==> src/rtl/ptc_pkg.sv <==
`default_nettype none

package ptc_pkg;

  localparam int COG_HARMONIC    = 1;
  localparam int RIPPLE_HARMONIC = 1;
  localparam int ANGLE_BITS      = 16;

  localparam int ANGLE_DROP = (ANGLE_BITS < 16) ? (16 - ANGLE_BITS) : 0;
  localparam logic [15:0] ANGLE_MASK = 16'hFFFF << ANGLE_DROP;

  localparam logic [19:0] FLUX_MIN = 20'd655;

  localparam logic [30:0] SIN_C1 = 31'd1686629713;
  localparam logic [30:0] SIN_C3 = 31'd693598670;
  localparam logic [30:0] SIN_C5 = 31'd85569309;
  localparam logic [30:0] SIN_C7 = 31'd5026996;
  localparam logic [30:0] SIN_C9 = 31'd172272;

  localparam int SIN_LAT  = 7;
  localparam int DIV_BITS = 31;
  localparam int MAG_LO   = 14;
  localparam int LAT      = 15 + DIV_BITS;

  localparam logic signed [67:0] NUM_LIMIT = 68'sd35184372088832;

  typedef enum logic [2:0] {
    REG_POLE_PAIRS  = 3'd0,
    REG_FLUX        = 3'd1,
    REG_COG_AMP     = 3'd2,
    REG_COG_PHASE   = 3'd3,
    REG_RIPPLE_AMP  = 3'd4,
    REG_RIPPLE_PHASE = 3'd5,
    REG_COMP_GAIN   = 3'd6
  } ptc_reg_e;

  typedef struct packed {
    logic signed [31:0] torque_cmd;
    logic [15:0]        rotor_angle;
  } ptc_in_t;

  typedef struct packed {
    logic signed [31:0] ripple_torque;
    logic signed [31:0] current_cmd;
  } ptc_out_t;

  typedef struct packed {
    logic        vld;
    logic        neg;
    logic        ovf;
    logic [29:0] rem;
    logic [30:0] quo;
    logic [MAG_LO-1:0] mag;
    logic [31:0] rip;
  } ptc_div_t;

  function automatic logic [31:0] sat32(input logic signed [50:0] v);
    logic [31:0] r;
    if (v > 51'sd2147483647) begin
      r = 32'h7FFF_FFFF;
    end else if (v < -51'sd2147483648) begin
      r = 32'h8000_0000;
    end else begin
      r = v[31:0];
    end
    return r;
  endfunction

endpackage

`default_nettype wire

==> src/rtl/ptc_div_cell.sv <==
`default_nettype none

module ptc_div_cell (
  input  wire logic              clk_i,
  input  wire logic              rst_ni,
  input  wire ptc_pkg::ptc_div_t cell_i,
  input  wire logic              bit_i,
  input  wire logic [28:0]       den_i,
  output ptc_pkg::ptc_div_t      cell_o
);

  ptc_pkg::ptc_div_t cell_d;
  logic [29:0] r2;
  logic        ge;

  assign r2 = {cell_i.rem[28:0], bit_i};
  assign ge = r2 >= 30'(den_i);

  always_comb begin
    cell_d     = cell_i;
    cell_d.rem = ge ? (r2 - 30'(den_i)) : r2;
    cell_d.quo = {cell_i.quo[29:0], ge};
  end

  always_ff @(posedge clk_i or negedge rst_ni) begin
    if (!rst_ni) begin
      cell_o <= '0;
    end else begin
      cell_o <= cell_d;
    end
  end

endmodule

`default_nettype wire

==> config.mk <==
export PLATFORM = sky130hd
export DESIGN_NAME = ptc_div_cell
export DESIGN_NICKNAME = d
export VERILOG_FILES = /design/src/rtl/ptc_pkg.sv /design/src/rtl/ptc_div_cell.sv
export SDC_FILE = /design/constraint.sdc
export NUM_CORES = 1
export LEC_CHECK = 0
export BUFFER_PORTS_ARGS = -buffer_cell sky130_fd_sc_hd__buf_2
export CAP_MARGIN = 5
export CORE_ASPECT_RATIO = 0.6
export CORE_UTILIZATION = 35
export CTS_BUF_LIST = sky130_fd_sc_hd__clkbuf_2 sky130_fd_sc_hd__clkbuf_4 sky130_fd_sc_hd__clkbuf_8
export DETAILED_ROUTE_END_ITERATION = 12
export PLACE_DENSITY = 0.68
export SYNTH_ARGS = -nofsm -noshare
export SYNTH_HDL_FRONTEND = slang
export SYNTH_SLANG_ARGS = --single-unit
export TNS_END_PERCENT = 5
==> constraint.sdc <==
create_clock -name clk_i -period 0.8 [get_ports clk_i]
set_input_delay 0.16 -clock clk_i [delete_from_list [all_inputs] [get_ports clk_i]]
set_output_delay 0.16 -clock clk_i [all_outputs]
set_load 0.005 [all_outputs]
==> flow_summary.yaml, run 1 <==
grt:
  grt_pass1_wl_um: 27300
  grt_pass1_vias: 5157
  grt_antenna_before_repair: 2
  gr-total-overflow: 0
  grt_usage: 0.250
  grt_max_degree: 49
power_and_ir_drop:
  cell_internal_pwr_mw: 9.95
  leakage_nw: 4.24
  p_seq_frac: 0.429
  power_density_nw_per_um2: 1720
  netSwitchingPower_mw: 4.63
  vdd_drop_max_uv: 835
  swShare: 0.317
  pwr-share-clk: 0.243
  power_mw: 14.6
  p_comb_frac: 0.328
min_path:
  hold_class: "in -> reg"
  min_path_cells: 2
  hold_start: "cell_i[83]"
  hold_end: "cell_o[84]$_DFF_PN0_"
final_layout:
  drive_gt1_frac: 0.507
  regMostFlops: "cell_o"
  largest_reg_flops: 110
  multiInputGateArea_um2: 2220
  area_growth_syn_to_layout_pct: 75.3
  nets: 1031
  seqCellArea_um2: 2750
  largestRegisters: "cell_o: 110 flops"
  fill_cells: 1014
timing:
  hold_violations: 0
  rsz0062_at_grt: "true"
  clock.fmax_ghz: 0.488
  final_max_slew_viol_count: 0
  setup_tns_ns: -63.88
  final-setup-viol-count: 141
  fin_crit_sh: 2.56
  min_period_ns: 2.05
  worst_slew_pin_slew_ns: 0.377
  fin_ws_ns: -1.25
  max_slew_margin: 0.742
  whs_ns: 0.0215
critical_path:
  crit_fanout: 10
  crit_type: "in -> reg"
  end_kind: "flip-flop"
  arrival_ns: 2.31
  start_kind: "primary input"
  worstPathRequired_ns: 1.06
clock_network:
  clk_pin_slew_ns: 0.12
  cts_tree: "yes"
  cts_root_buf: "clkbuf_8"
  h-tree-depth: 3
  clockBufferDepth: 2
  numCtsBuffers: 9
  cts_sinks: 110
die:
  die_x_um: 154
  rows: 32
  core_um2: 13100
  die_h_um: 93.0
  io_pins: 252
  die_area_um2: 14300
  initial_core_util: 0.368
synth:
  synth_top_area_share: 0.570
  synthDistinctLibCells: 44
  synth_top_area_cell: "dfrtp_1"
  synth_most_common_cell: "dfrtp_1"
  async_flop_share: 1.00
  synth-edff-count: 0
  synthTopCellsByCount: "dfrtp_1 (110), a21oi_1 (51), inv_1 (32), nor2_1 (31), ha_1 (29)"
  syn-num-nets: 605
  ys_seq_area_frac: 0.570
  netlist_top_cells_area: "dfrtp_1 (57%), ha_1 (7.5%), a21oi_1 (5.3%)"
  syn_area_um2: 4830
  syn_inst: 433
  synth_seq_cells: 110
  ys_warn_count: 0
  synth_flop_cell: "dfrtp_1"
  synth.avg_cell_area_um2: 11.2
route:
  viasPerCell: 4.86
  wl_um: 18300
  drcViolationCount: 0
  vias: 5028
  postRouteAntennaNets: 0
  dr.pass1.iters: 5
  dr.first_iter.drc_count: 196
  wire_per_inst_um: 17.6
place:
  io_buffers: 249
  dp_hpwl_um: 12400
  routabilityCongestion: 0.871
run_status:
  outcome: "finished, violations left"
  violations: "setup timing"
flow_run:
  maxCapViolations: 0
==> cell families (layout without fill, tap and decap cells) <==
| family | Yosys count | after routing | synth area share |
|---|---|---|---|
| compound gates | 113 | 113 | 0.146 |
| other cells | 0 | 1 | 0 |
| fa+ha+maj | 30 | 30 | 0.0792 |
| mux | 10 | 10 | 0.0233 |
| buf+inv | 48 | 479 | 0.0412 |
| flops | 110 | 110 | 0.570 |
| simple gates | 96 | 96 | 0.0932 |
| xor+xnor | 26 | 26 | 0.0471 |
==> how the worst max path moves through the flow <==
stage	slack [ns]	depth (start not counted)	end	startpoint
detailed placement	-1.73	9	cell_o[104]$_DFF_PN0_	cell_i[80]
global route	-1.33	14	cell_o[106]$_DFF_PN0_	bit_i
floorplan	-1.42	12	cell_o[100]$_DFF_PN0_	bit_i
finish	-1.25	10	cell_o[78]$_DFF_PN0_	cell_i[91]
CTS	-1.24	14	cell_o[106]$_DFF_PN0_	bit_i
global placement	-1.73	9	cell_o[104]$_DFF_PN0_	cell_i[80]
==> layer usage <==
metal / vias up / track usage / wire, um
met1: 2433 / 0.327 / 7970
met2: 205 / 0.416 / 8800
met4: 2 / 0.0717 / 420
met5: - / 0 / 12
met3: 37 / 0.0602 / 1060
li1: 2351 / - / -
==> area by class of cell <==
| class | instances | share of cell area |
|---|---|---|
| timing repair buffer | 431 | 0.348 |
| sequential | 110 | 0.325 |
| multi-input combinational | 275 | 0.262 |
| tap | 170 | 0.0251 |
| clock buffer | 9 | 0.0146 |
| inverter | 32 | 0.0145 |
| clock inverter | 7 | 0.0102 |
| antenna | 1 | 0.000295 |
==> power groups by stage <==
| stage | logic, mW | registers, mW | clock network, mW |
|---|---|---|---|
| floorplan | 1.75 | 6.43 | 0 |
| global placement | 3.84 | 6.34 | 0 |
| CTS | 4.33 | 6.24 | 3.60 |
| detailed placement | 3.90 | 6.34 | 0 |
| global route | 5.17 | 6.31 | 3.81 |
| finish | 4.78 | 6.26 | 3.54 |
==> stage by stage <==
stage / util / setup WS (ns) / std cells / instance area, um2
floorplan: - / -1.42 / 433 / 4990
global placement: 0.539 / -1.73 / 926 / 7080
detailed placement: 0.539 / -1.73 / 926 / 7080
CTS: 0.622 / -1.24 / 1027 / 8160
global route: 0.645 / -1.33 / 1035 / 8470
finish: 0.645 / -1.25 / 1035 / 8470
==> what timing repair did <==
action,4_1_cts,5_1_grt
hold endpoints to repair,189,0
cloned,0,3
hold buffers,80,0
endpoints found under the setup margin,141,141
resized for setup,8,53
pin swaps,3,21
setup buffers,5,4
==> cell usage in the layout, fill, tap and decap left out, types with 3 or more instances in the layout <==
cell type / Yosys / final
a21o_1: 10 / 10
a21oi_1: 51 / 39
a21oi_2: 0 / 12
a31oi_1: 5 / 3
and3_1: 6 / 6
buf_12: 0 / 4
buf_2: 3 / 244
buf_4: 2 / 91
buf_6: 1 / 9
clkbuf_8: 0 / 9
dfrtp_1: 110 / 110
dlygate4sd3_1: 0 / 80
ha_1: 29 / 18
ha_4: 0 / 9
inv_1: 32 / 27
inv_2: 0 / 4
mux2_4: 0 / 9
nand2_1: 22 / 21
nand3_1: 12 / 10
nand4_1: 6 / 6
nor2_1: 31 / 20
nor2_2: 0 / 7
nor2_4: 0 / 4
nor2b_1: 6 / 6
nor3_1: 3 / 3
o211ai_1: 8 / 8
o21a_1: 3 / 3
o21ai_0: 15 / 10
o21ai_1: 0 / 3
xnor2_1: 16 / 16
xor2_1: 10 / 10
==> worst max-delay path, stage by stage <==
cell,delay (ns)
buf_2,0.13
ha_4,0.29
and2_4,0.14
nand3_2,0.08
or4_4,0.51
nor4_4,0.17
a2111oi_2,0.08
a21oi_4,0.24
buf_12,0.18
mux2_1,0.33
Power figures use the tool's default switching activity.
==> inputs of run 2 (changes only) <==
--- a/config.mk
+++ b/config.mk
@@ -12,7 +12,8 @@
 export CTS_BUF_LIST = sky130_fd_sc_hd__clkbuf_2 sky130_fd_sc_hd__clkbuf_4 sky130_fd_sc_hd__clkbuf_8
 export DETAILED_ROUTE_END_ITERATION = 12
 export PLACE_DENSITY = 0.68
+export SKIP_CTS_REPAIR_TIMING = 1
 export SYNTH_ARGS = -nofsm -noshare
 export SYNTH_HDL_FRONTEND = slang
 export SYNTH_SLANG_ARGS = --single-unit
-export TNS_END_PERCENT = 5
+export TNS_END_PERCENT = 1
==> run 2 against run 1 <==
Against the previous run: die area unchanged; via count decreased by 2.7%; global-route usage decreased by 3.6 points; critical endpoint is now cell_o[81]$_DFF_PN0_; count of clock-buffer cells in the layout unchanged; worst setup slack got worse by 0.0058 ns; the run still ends with setup timing left; critical path depth unchanged; wire length decreased by 4.0%.
==> flow_summary.yaml, run 2 (synthesis results as in run 1) <==
power_and_ir_drop:
  p_comb_frac: 0.316
  swShare: 0.314
  vdd_drop_max_uv: 817
  power_density_nw_per_um2: 1720
  pwr-share-clk: 0.246
  leakage_nw: 4.18
  netSwitchingPower_mw: 4.47
  cell_internal_pwr_mw: 9.79
  p_seq_frac: 0.438
grt:
  gr-total-overflow: 0
  grt_max_degree: 49
  grt_pass1_vias: 4499
  grt_pass1_wl_um: 23500
  grt_usage: 0.214
  grt_antenna_before_repair: 1
clock_network:
  h-tree-depth: 3
  clockBufferDepth: 2
  numCtsBuffers: 9
  clk_pin_slew_ns: 0.12
  cts_tree: "yes"
  cts_sinks: 110
  cts_root_buf: "clkbuf_8"
final_layout:
  mostFrequentLayoutCell: "buf_2"
  drive_gt1_frac: 0.487
  area_growth_syn_to_layout_pct: 71.9
  utilization: 0.632
  fill_cells: 1027
  instances_no_fill: 1028
  largest_reg_flops: 110
  final_cell_mix: "buf_2 (246), dfrtp_1 (110), buf_4 (90)"
  regMostFlops: "cell_o"
  antenna-diode-count: 0
  nets: 1025
  largestRegisters: "cell_o: 110 flops"
critical_path:
  crit_chain: "buf_2 -> ha_4 -> and2_4 -> nand3_2 -> or4_4 -> nor4_4 -> a2111oi_2 -> a21oi_4 -> buf_12 -> mux2_1"
  arrival_ns: 2.31
  cpLargestDelayFamily: "simple AND/OR/NAND/NOR gates"
  cp_slowest_cell: "or4_4"
  end_kind: "flip-flop"
  worstPathRequired_ns: 1.05
  start_kind: "primary input"
  crit_fanout: 13
  worst-path-buf-inv: 2
  crit_type: "in -> reg"
  cpPeakStageDelay_ns: 0.51
route:
  dr_wl_met2_um: 8470
  met3_length_um: 1050
  wl_um: 17500
  postRouteAntennaNets: 0
  viasPerCell: 4.76
  dr.first_iter.drc_count: 195
  drt-met1-wl_um: 7680
  drcViolationCount: 0
  dr.pass1.iters: 5
  vias: 4890
  routed.top_layer: "met5"
  wire_per_inst_um: 17.0
flow_run:
  maxCapViolations: 0
timing:
  min_period_ns: 2.05
  hold_violations: 0
  fin_ws_ns: -1.25
  rsz0062_at_grt: "true"
  worst_slew_pin_slew_ns: 0.377
  max_slew_margin: 0.742
  clock.fmax_ghz: 0.487
  final-setup-viol-count: 141
  final_max_slew_viol_count: 0
  fin_crit_sh: 2.57
place:
  dp_hpwl_um: 12400
  routabilityCongestion: 0.871
  io_buffers: 249
  dp.cells: 926
  post-place-ws_ns: -1.73
die:
  initial_core_util: 0.368
  core_um2: 13100
  die_h_um: 93.0
  io_pins: 252
  die_area_um2: 14300
  die_x_um: 154
  rows: 32
min_path:
  hold_start: "cell_i[83]"
  min_path_cells: 2
  hold_end: "cell_o[84]$_DFF_PN0_"
  hold_class: "in -> reg"
run_status:
  violations: "setup timing"
  outcome: "finished, violations left"
==> run 2: cell types whose count changed in the layout (fill, tap and decap cells not counted), sizes merged <==
cell	before	now
buf	349	345
clkbuf	11	9
diode	1	0
==> run 2: metrics by stage <==
stage	power [mW]	instance area (um2)	hold WS, ns	setup TNS (ns)
floorplan	8.18	4990	-0.136	-41.99
global placement	10.2	7080	0.0187	-48.61
detailed placement	10.2	7080	0.0232	-49.92
CTS	13.8	7290	-0.416	-65.59
global route	15.0	8310	0.00603	-69.90
finish	14.3	8310	0.0280	-62.38
==> run 2: area by class of cell <==
type / instances / area [um2] / share of cell area
clock inverters: 7 / 86.3 / 0.0104
inverters: 32 / 123 / 0.0148
clock buffers: 9 / 124 / 0.0149
multi-input cells: 275 / 2160 / 0.260
repair buffers: 425 / 2850 / 0.343
flip-flops and latches: 110 / 2750 / 0.331
well taps: 170 / 213 / 0.0256
==> run 2: power groups by stage <==
stage                     Sequential, mW  Combinational [mW]  Clock (mW)
final                               6.25                4.51        3.51
after global routing                6.30                4.89        3.81
after CTS                           6.23                3.93        3.60
after detailed placement            6.34                3.90           0
after global placement              6.34                3.84           0
after floorplan                     6.43                1.75           0
==> run 2: worst max path at each step <==
stage	startpoint	end	slack, ns	depth (start not counted)
4_1_cts	cell_i[80]	cell_o[104]$_DFF_PN0_	-1.34	9
2_1_floorplan	bit_i	cell_o[100]$_DFF_PN0_	-1.42	12
6_report	cell_i[91]	cell_o[81]$_DFF_PN0_	-1.25	10
3_5_place_dp	cell_i[80]	cell_o[104]$_DFF_PN0_	-1.73	9
5_1_grt	cell_i[81]	cell_o[104]$_DFF_PN0_	-1.32	9
3_3_place_gp	cell_i[80]	cell_o[104]$_DFF_PN0_	-1.73	9
==> run 2: per-layer routing <==
metal | vias up | track usage
li1 | 2340 | -
met1 | 2321 | 0.291
met2 | 196 | 0.352
met3 | 31 | 0.0482
met4 | 2 | 0.0433
met5 | - | 0
==> inputs of run 3 (changes only) <==
--- a/config.mk
+++ b/config.mk
@@ -7,11 +7,10 @@
 export LEC_CHECK = 0
 export BUFFER_PORTS_ARGS = -buffer_cell sky130_fd_sc_hd__buf_2
 export CAP_MARGIN = 5
-export CORE_ASPECT_RATIO = 0.6
-export CORE_UTILIZATION = 35
+export CORE_UTILIZATION = 48
 export CTS_BUF_LIST = sky130_fd_sc_hd__clkbuf_2 sky130_fd_sc_hd__clkbuf_4 sky130_fd_sc_hd__clkbuf_8
 export DETAILED_ROUTE_END_ITERATION = 12
-export PLACE_DENSITY = 0.68
+export PLACE_DENSITY = 0.87
 export SKIP_CTS_REPAIR_TIMING = 1
 export SYNTH_ARGS = -nofsm -noshare
 export SYNTH_HDL_FRONTEND = slang
==> run 3 against run 2 <==
Against the previous run: the run still ends with setup timing left; sequential cell count is the same; maximum frequency shrank 3.6%; total power grew 4.4%; non-clock buffer count grew 8; cell area grew 0.39%; final cell count shrank 2.4%; highest routed layer is now met4.
==> flow_summary.yaml, run 3 (synthesis results as in run 1) <==
run_status:
  outcome: "finished, violations left"
  violations: "setup timing"
route:
  dr.pass1.iters: 5
  wl_um: 21100
  viasPerCell: 5.38
  postRouteAntennaNets: 0
  wire_per_inst_um: 21.1
  dr.first_iter.drc_count: 318
  vias: 5399
  drcViolationCount: 0
timing:
  whs_ns: 0.0108
  min_period_ns: 2.13
  worst_slew_pin_slew_ns: 0.491
  fin_ws_ns: -1.33
  hold_violations: 0
  max_slew_margin: 0.664
  fin_crit_sh: 2.67
  rsz0062_at_grt: "true"
  final_max_slew_viol_count: 0
  final-setup-viol-count: 141
  clock.fmax_ghz: 0.469
critical_path:
  arrival_ns: 2.43
  crit_chain: "buf_2 -> ha_1 -> buf_4 -> a21oi_1 -> o21ai_1 -> a31oi_2 -> a211oi_2 -> a31o_2 -> a2111o_1 -> a31oi_1"
  end_kind: "flip-flop"
  cp_slowest_cell: "a2111o_1"
  crit_type: "in -> reg"
  cpPeakStageDelay_ns: 0.42
  worstPathRequired_ns: 1.10
  crit_fanout: 6
  start_kind: "primary input"
die:
  initial_core_util: 0.494
  die_h_um: 102
  rows: 36
  io_pins: 252
  die_x_um: 102
  core_um2: 9770
  die_area_um2: 10500
place:
  dp_hpwl_um: 13300
  routabilityCongestion: 0.909
  io_buffers: 249
grt:
  grt_max_degree: 35
  grt_pass1_vias: 4801
  grt_antenna_before_repair: 4
  grt_usage: 0.309
  grt_pass1_wl_um: 23800
  gr-total-overflow: 0
final_layout:
  largestRegisters: "cell_o: 110 flops"
  regMostFlops: "cell_o"
  final_cell_mix: "buf_2 (240), dfrtp_1 (110), buf_4 (97)"
  area_growth_syn_to_layout_pct: 72.6
  nets: 1033
  multiInputGateArea_um2: 2120
  drive_gt1_frac: 0.487
  fill_cells: 485
  seqCellArea_um2: 2750
  mostFrequentLayoutCell: "buf_2"
  largest_reg_flops: 110
min_path:
  hold_start: "cell_i[85]"
  min_path_cells: 2
  hold_class: "in -> reg"
  hold_end: "cell_o[86]$_DFF_PN0_"
clock_network:
  cts_sinks: 110
  numCtsBuffers: 9
  clk_pin_slew_ns: 0.11
  cts_root_buf: "clkbuf_8"
  clockBufferDepth: 2
  cts_tree: "yes"
  h-tree-depth: 3
power_and_ir_drop:
  netSwitchingPower_mw: 4.66
  p_seq_frac: 0.422
  p_comb_frac: 0.319
  cell_internal_pwr_mw: 10.2
  power_density_nw_per_um2: 1790
  power_mw: 14.9
  leakage_nw: 4.24
  pwr-share-clk: 0.259
  swShare: 0.313
  vdd_drop_max_uv: 1050
flow_run:
  maxCapViolations: 0
-- run 3: per-stage QoR --
step	TNS (ns)	std cells	setup slack [ns]	util	area [um2]
floorplan	-41.99	433	-1.42	-	4990
global placement	-48.91	902	-1.66	0.728	7120
detailed placement	-51.41	902	-1.74	0.728	7120
CTS	-68.10	918	-1.32	0.751	7340
global route	-72.10	1003	-1.46	0.853	8340
finish	-66.80	1003	-1.33	0.853	8340
-- run 3: worst max-delay path, delay by kind of cell --
kind	cells	cell delay (ns)
compound gates	7	1.69
fa+ha+maj	1	0.30
buf+inv	2	0.28
-- run 3: power by group through the flow --
stage | Combinational, mW | Sequential, mW | Clock [mW]
detailed placement | 3.99 | 6.35 | 0
global placement | 3.88 | 6.34 | 0
CTS | 4.02 | 6.25 | 3.76
global route | 5.09 | 6.33 | 4.06
finish | 4.75 | 6.29 | 3.85
floorplan | 1.75 | 6.43 | 0
-- run 3: worst max path at each step --
| stage | startpoint | endpoint | slack (ns) |
|---|---|---|---|
| 3_5_place_dp | bit_i | cell_o[91]$_DFF_PN0_ | -1.74 |
| 5_1_grt | cell_i[84] | cell_o[104]$_DFF_PN0_ | -1.46 |
| 6_report | cell_i[84] | cell_o[104]$_DFF_PN0_ | -1.33 |
| 4_1_cts | bit_i | cell_o[97]$_DFF_PN0_ | -1.32 |
| 3_3_place_gp | den_i[15] | cell_o[97]$_DFF_PN0_ | -1.66 |
| 2_1_floorplan | bit_i | cell_o[100]$_DFF_PN0_ | -1.42 |
-- run 3: routing by layer --
layer,global-route usage,wire length (um),part of all wire
met1,0.327,7370,0.35
met5,0,0,0
met4,0.165,1260,0.060
met3,0.0978,1820,0.086
met2,0.550,10700,0.51
-- run 3: area by class of cell --
| class | count | area share |
|---|---|---|
| sequential | 110 | 0.330 |
| multi-input combinational | 275 | 0.255 |
| antenna | 4 | 0.00120 |
| clock buffer | 11 | 0.0182 |
| inverter | 32 | 0.0144 |
| tap | 133 | 0.0200 |
| timing repair buffer | 433 | 0.353 |
| clock inverter | 5 | 0.00900 |
